File: config.mk
export PLATFORM = sky130hd
export DESIGN_NAME = loo_ctrl
export DESIGN_NICKNAME = d
export VERILOG_FILES = /design/src/hdl/loo_pkg.sv /design/src/hdl/loo_ctrl.sv
export VERILOG_INCLUDE_DIRS = /design/src /design/src/hdl
export SDC_FILE = /design/constraint.sdc
export NUM_CORES = 1
export LEC_CHECK = 0
export BUFFER_PORTS_ARGS = -buffer_cell sky130_fd_sc_hd__buf_4
export CAP_MARGIN = 20
export CORE_MARGIN = 1
export CORE_UTILIZATION = 50
export CTS_CLUSTER_DIAMETER = 100
export CTS_CLUSTER_SIZE = 30
export DETAILED_ROUTE_END_ITERATION = 12
export PLACE_DENSITY = 0.81
export SLEW_MARGIN = 30
export SYNTH_ARGS = -nofsm -noshare
export SYNTH_HDL_FRONTEND = slang
export SYNTH_SLANG_ARGS = --single-unit
export TNS_END_PERCENT = 10
File: constraint.sdc
create_clock -name aclk -period 3.5 [get_ports aclk]
set_input_delay 0.525 -clock aclk [delete_from_list [all_inputs] [get_ports aclk]]
set_output_delay 0.525 -clock aclk [all_outputs]
set_load 0.05 [all_outputs]
File: src/hdl/assert_macros.svh
// Assertion helpers used by the controller.
`ifndef ASSERT_MACROS_SVH
`define ASSERT_MACROS_SVH

// Implication checked on every rising clock edge outside reset
`define ASSERT_CLK(label, clk, rstn, prop, msg) \
    label: assert property (@(posedge clk) disable iff (!rstn) prop) else $error(msg);

// Signal never high while another is high
`define ASSERT_NEVER(label, clk, rstn, a, b, msg) \
    label: assert property (@(posedge clk) disable iff (!rstn) !((a) && (b))) else $error(msg);

`endif

File: src/hdl/loo_pkg.sv
// ----------------------------------------------------------------------------
// loo_pkg
// Shared types and constants for the leave-one-out t outlier check.
// ----------------------------------------------------------------------------
package loo_pkg;

    localparam int unsigned MAX_SAMPLES_DEF = 1024;
    localparam int unsigned SAMPLE_BITS_DEF = 24;
    localparam int unsigned CRIT_BITS       = 24;
    localparam int unsigned CRIT_FRAC_BITS  = 16;
    localparam logic [CRIT_BITS-1:0] CRIT_RESET = 24'd409600;
    localparam int unsigned MIN_SAMPLES     = 3;
    // Comparison width: lhs/rhs bounded well below this for the default parameters
    localparam int unsigned WIDE_BITS       = 192;

    typedef enum logic [3:0] {
        ST_LOAD,
        ST_RD,
        ST_FETCH,
        ST_MUL_A,
        ST_WAIT_A,
        ST_MUL_B,
        ST_WAIT_B,
        ST_MUL_C,
        ST_WAIT_C,
        ST_MUL_D,
        ST_WAIT_D,
        ST_CMP,
        ST_OUT
    } loo_state_t;

    typedef enum logic [2:0] {
        MSEL_DD,     // D*D
        MSEL_DDN,    // (D*D)*(n-2)
        MSEL_QM,     // Qo*m
        MSEL_TT,     // To*To
        MSEL_VM,     // (m*Qo-To^2)*m
        MSEL_VC      // (...)*t_crit_sq
    } loo_msel_t;

    // controller -> datapath commands
    typedef struct packed {
        logic      clear;
        logic      latch_x;
        logic      mul_start;
        loo_msel_t msel;
        logic      save_lhs;
        logic      save_qm;
        logic      save_var;
    } loo_cmd_t;

    // datapath -> controller status
    typedef struct packed {
        logic mul_done;
        logic outlier;
    } loo_sts_t;

endpackage

File: src/hdl/loo_ctrl.sv
// ----------------------------------------------------------------------------
// loo_ctrl
// Sequencer: load phase, then per-sample test through the serial multiplier.
// ----------------------------------------------------------------------------
`include "assert_macros.svh"
module loo_ctrl #(
    parameter int unsigned CNT_BITS = 11
) (
    input  logic                   aclk,
    input  logic                   aresetn,
    input  logic                   in_fire,
    input  logic                   in_last,
    input  logic [CNT_BITS-1:0]    count,
    output logic [CNT_BITS-1:0]    rd_idx,
    output logic                   in_ready,
    output logic                   out_valid,
    output logic                   out_passes,
    output logic                   out_too_few,
    input  logic                   out_ready,
    output loo_pkg::loo_cmd_t      cmd,
    input  loo_pkg::loo_sts_t      sts
);
    import loo_pkg::*;

    loo_state_t          state_reg, state_next;
    logic [CNT_BITS-1:0] idx_reg, idx_next;
    logic                pass_reg, pass_next;
    logic                few_reg, few_next;

    assign rd_idx      = idx_reg;
    assign in_ready    = (state_reg == ST_LOAD);
    assign out_valid   = (state_reg == ST_OUT);
    assign out_passes  = pass_reg;
    assign out_too_few = few_reg;

    always_ff @(posedge aclk) begin
        if (!aresetn) begin
            state_reg <= ST_LOAD;
            idx_reg   <= '0;
            pass_reg  <= 1'b0;
            few_reg   <= 1'b0;
        end else begin
            state_reg <= state_next;
            idx_reg   <= idx_next;
            pass_reg  <= pass_next;
            few_reg   <= few_next;
        end
    end

    // next state and commands
    always_comb begin
        state_next = state_reg;
        idx_next   = idx_reg;
        pass_next  = pass_reg;
        few_next   = few_reg;
        cmd        = '0;
        cmd.msel   = MSEL_DD;
        unique case (state_reg)
            ST_LOAD: begin
                if (in_fire && in_last) begin
                    idx_next   = '0;
                    pass_next  = 1'b1;
                    few_next   = 1'b0;
                    state_next = ST_RD;
                end
            end
            ST_RD: begin
                // count now includes the closing item
                if (count < CNT_BITS'(MIN_SAMPLES)) begin
                    pass_next  = 1'b0;
                    few_next   = 1'b1;
                    state_next = ST_OUT;
                end else begin
                    state_next = ST_FETCH;
                end
            end
            ST_FETCH: begin
                cmd.latch_x = 1'b1;
                state_next  = ST_MUL_A;
            end
            ST_MUL_A: begin
                cmd.mul_start = 1'b1; cmd.msel = MSEL_DD;
                state_next = ST_WAIT_A;
            end
            ST_WAIT_A: begin
                cmd.msel = MSEL_DD;
                if (sts.mul_done) begin
                    cmd.mul_start = 1'b1; cmd.msel = MSEL_DDN;
                    state_next = ST_MUL_B;
                end
            end
            ST_MUL_B: begin
                cmd.msel = MSEL_DDN;
                if (sts.mul_done) begin
                    cmd.save_lhs = 1'b1;
                    cmd.mul_start = 1'b1; cmd.msel = MSEL_QM;
                    state_next = ST_WAIT_B;
                end
            end
            ST_WAIT_B: begin
                cmd.msel = MSEL_QM;
                if (sts.mul_done) begin
                    cmd.save_qm = 1'b1;
                    cmd.mul_start = 1'b1; cmd.msel = MSEL_TT;
                    state_next = ST_MUL_C;
                end
            end
            ST_MUL_C: begin
                cmd.msel = MSEL_TT;
                if (sts.mul_done) begin
                    cmd.save_var = 1'b1;
                    state_next = ST_WAIT_C;
                end
            end
            ST_WAIT_C: begin
                cmd.mul_start = 1'b1; cmd.msel = MSEL_VM;
                state_next = ST_MUL_D;
            end
            ST_MUL_D: begin
                cmd.msel = MSEL_VM;
                if (sts.mul_done) begin
                    cmd.save_var = 1'b1;
                    state_next = ST_WAIT_D;
                end
            end
            ST_WAIT_D: begin
                cmd.mul_start = 1'b1; cmd.msel = MSEL_VC;
                state_next = ST_CMP;
            end
            ST_CMP: begin
                cmd.msel = MSEL_VC;
                if (sts.mul_done) begin
                    state_next = ST_OUT;
                    if (sts.outlier) begin
                        pass_next = 1'b0;
                    end else if (idx_reg != count - 1'b1) begin
                        idx_next   = idx_reg + 1'b1;
                        state_next = ST_RD;
                    end
                end
            end
            ST_OUT: begin
                if (out_ready) begin
                    cmd.clear  = 1'b1;
                    state_next = ST_LOAD;
                end
            end
            default: state_next = ST_LOAD;
        endcase
    end

    `ASSERT_NEVER(a_no_in_during_out, aclk, aresetn, in_ready, out_valid, "ready while result shown")
    `ASSERT_CLK(a_few_fails, aclk, aresetn, (out_valid && out_too_few) |-> !out_passes, "too_few with passes")
    `ASSERT_CLK(a_idx_range, aclk, aresetn, (state_reg == ST_FETCH) |-> (idx_reg < count), "index beyond count")
endmodule

==> impl_metrics.csv <==
group,metric,value,unit
placement,gp_congestion,0.8786,
clocking,cts_tree,"yes",
global_routing,overflow,0,
setup_path,reg2regPathDepth,9,
floorplanning,die_x,57.30,um
routing,vias,1561,
hold_path,hp-start,"out_passes",
setup_path,timing.rr.end,"state_reg[1]",
clocking,cts_made_buffers,3,
setup_path,required,3740,ps
global_routing,antenna_found_initial,0,
clocking,cts_resized,0,
sta,fmax,388.2,MHz
global_routing,grt_pass1_vias,1358,
synth,ys_seq_elements,17,
sta,layout_setup_ws,924.3,ps
routing,drc,2,
global_routing,grt_max_degree,19,
power_and_ir_drop,seq_power_share,32.2,%
synth,synth_edf_count,0,
hold_path,hold_path.class,"register to register",
sta,finalMaxSlewViolations,0,
sta,clock_skew,9.329,ps
layout,fillers,274,
synth,synthSimpleGateAreaFrac,32.00,%
setup_path,worstSetupPathType,"register to register",
placement,dp_cells,264,
global_routing,grtUsageTotal,22.89,%
sta,slew_headroom,60.95,%
clocking,postCtsSetupRepairBufs,0,
synth,async_reset_ff_share,0,%
placement,port_buffers,41,
routing,drt-total-wl,3580,um
synth,ys_seq_area_share,22.26,%
synth,ys_top_cells_by_area,"dfxtp_1 22%, ha_1 5.7%, xnor2_1 5.7%",
run,cap_violations,0,
layout,multi_input_area,0.001110,sq mm
hold_path,whs_path_depth,2,
setup_path,end_kind,"register",
sta,hold_violations,0,
power_and_ir_drop,power.switching,0.0003248,W
sta,timing.final.crit_share,73.59,%
clocking,worstSkewPairLatency,290,ps
synth,synthFlopType,"dfxtp_1",
layout,fin_nets,263,
clocking,cts_root_buf,"clkbuf_4",
setup_path,rrSetupSlack,920,ps
layout,largest_reg_flops,11,
power_and_ir_drop,netSwitchingFraction,46.85,%
power_and_ir_drop,ir_drop,0.4036,mV
setup_path,r2r_start,"state_reg[2]",
placement,hpwl,2771,um
synth,syn_nets,226,
synth,synth.distinct_cells,48,
routing,ant_nets,0,
floorplanning,start_util,54.05,%
synth,avgSynthCellArea,7.607,sq um
placement,dp_slack,646.9,ps
layout,n_antenna_cell,0,
power_and_ir_drop,p_leak,0.7617,nW
synth,synth_compound_area_share,23.73,%
power_and_ir_drop,p_clk_share,15.0,%
outcome,status,"finished with violations",
synth,syn_inst,201,
layout,final_util,65.81,%
clocking,clk_pin_slew,90,ps
layout,fin_cells,268,
floorplanning,die_area,0.003283,sq mm
clocking,ctsHoldBuffers,0,
clocking,htree_levels,1,
synth,syn-cell-area,0.001529,sq mm
hold_path,whs_endpoint,"out_passes",
layout,register_area,340.3,sq um
outcome,violations,"DRC",
setup_path,cp_max_fo,7,
sta,post-route-min-period,2576,ps
sta,worst_pin_slew,585.7,ps
sta,rsz0062_at_grt,"no",
floorplanning,die_h,57.30,um
floorplanning,io_pins,42,
synth,synth_top_area_share,22.26,%
routing,viasPerCell,5.825,
synth,synthXorXnorAreaFrac,9.165,%
sta,setup_tns,0,ps
floorplanning,placementRows,19,
clocking,cts_sinks,17,
power_and_ir_drop,internal_power,0.0003684,W
synth,synth_mux_area_share,1.964,%
layout,syn2layout_area_growth,21.77,%
power_and_ir_drop,powerDensity,372.3,mW/mm^2
power_and_ir_drop,pwr-share-comb,52.7,%
synth,synth_top_area_cell,"dfxtp_1",
synth,synth_fa_ha_area_share,5.728,%
synth,yosysWarningCount,0,
routing,post_drt_wl_per_cell,13.36,um
setup_path,arrival,2810,ps
floorplanning,core_area,0.002829,sq mm
synth,synth_top_family_by_area,"simple AND/OR/NAND/NOR gates",
routing,drtPass1Iterations,8,
layout,drive_above_1_share,21.94,%
routing,drtIter0Drc,90,
sta,setup_violations,0,
setup_path,cp-start-kind,"register",
clocking,clockBufferDepth,2,
global_routing,grt_pass1_wl,5996,um
-- worst max-delay path, cell delays in order (launching register included) --
cell       delay (ps)
dfxtp_1           410
inv_1             100
ha_1              280
nand2b_1          120
nor2_1            130
nand2_1           140
o21a_1            290
o221ai_1          340
a2111oi_0         530
o21a_1            190
-- per-stage QoR --
| stage | area [sq um] | power [W] | hold slack, ps |
|---|---|---|---|
| global route | 1862 | 0.0007407 | 505.5 |
| finish | 1862 | 0.0006931 | 478.2 |
| CTS | 1862 | 0.0006930 | 487.3 |
| detailed placement | 1834 | 0.0005887 | 471.5 |
| global placement | 1834 | 0.0005864 | 463.1 |
| floorplan | 1529 | 0.0005027 | 498.0 |
-- kinds of logic (layout without fill, tap and decap cells) --
kind of cell               count (synthesis)  count (layout)
AOI/OAI and AO/OA                         49              49
DFF                                       17              17
and+or+nand+nor                           91              91
xor gates and xnor gates                  16              16
buffers and inverters                     18              54
muxes                                      3               3
adders and majority gates                  7               7
-- final cells by class --
type                    count  area share, %
multi-input cells         166          59.61
flip-flops and latches     17          18.28
repair buffers             42          16.94
well taps                  31          2.083
inverters                   8          1.613
clock buffers               3          1.210
clock inverters             1         0.2688
-- cells in the final DEF (no fill, tap or decap), drive strengths merged, types with 4 or more instances in the layout --
cell and count:
o21a 6, dfxtp 17, inv 8, or3 4
xor2 6, a21oi 11, nand4 5, nor4 5
nand3 7, nor2 16, nor2b 4, a21boi 4
nor3b 4, nand2 20, ha 7, and2 4
or4 5, nand2b 5, o21ai 7, nor3 7
buf 42, xnor2 10
-- cell usage after synthesis (2+ instances only) --
cell type,instances
xor2_1,6
nand2b_1,5
nand3_1,7
ha_1,7
o21a_1,6
nand4_1,4
or3_1,4
dfxtp_1,17
a21boi_0,4
o221ai_1,2
nor4_1,5
o211ai_1,3
clkbuf_1,8
nor3b_1,4
a21oi_1,11
nor2b_1,4
mux2i_1,3
and2_1,4
or4_1,4
xnor2_1,10
nor3_1,7
nand2_1,20
a22oi_1,2
o21ai_0,6
o31ai_1,2
inv_1,8
o31a_1,2
nor2_1,16
-- metal layers --
layer | global-route usage, % | part of all wire [%] | up-vias
li1 | - | - | 808
met1 | 35.02 | 50 | 695
met2 | 33.61 | 44 | 52
met3 | 1.587 | 4.3 | 6
met4 | 8.362 | 1.5 | 0
met5 | 0 | 0 | -
-- worst max path at each step --
stage	start	endpoint	slack (ps)	cells past startpoint
after floorplan	count[3]	rd_idx[9]	790	10
after global placement	count[3]	rd_idx[9]	690	9
after detailed placement	count[3]	rd_idx[9]	650	9
after CTS	state_reg[2]	state_reg[1]	940	9
after global routing	state_reg[2]	state_reg[1]	700	9
final	state_reg[2]	state_reg[1]	920	9
-- power groups by stage --
stage	Combinational [W]	Clock [W]	Sequential (W)
CTS	0.000363	0.000107	0.000223
global route	0.000401	0.000113	0.000226
detailed placement	0.000361	0	0.000228
global placement	0.000359	0	0.000228
finish	0.000365	0.000104	0.000223
floorplan	0.000267	0	0.000236
(Power assumes the default switching activity.)
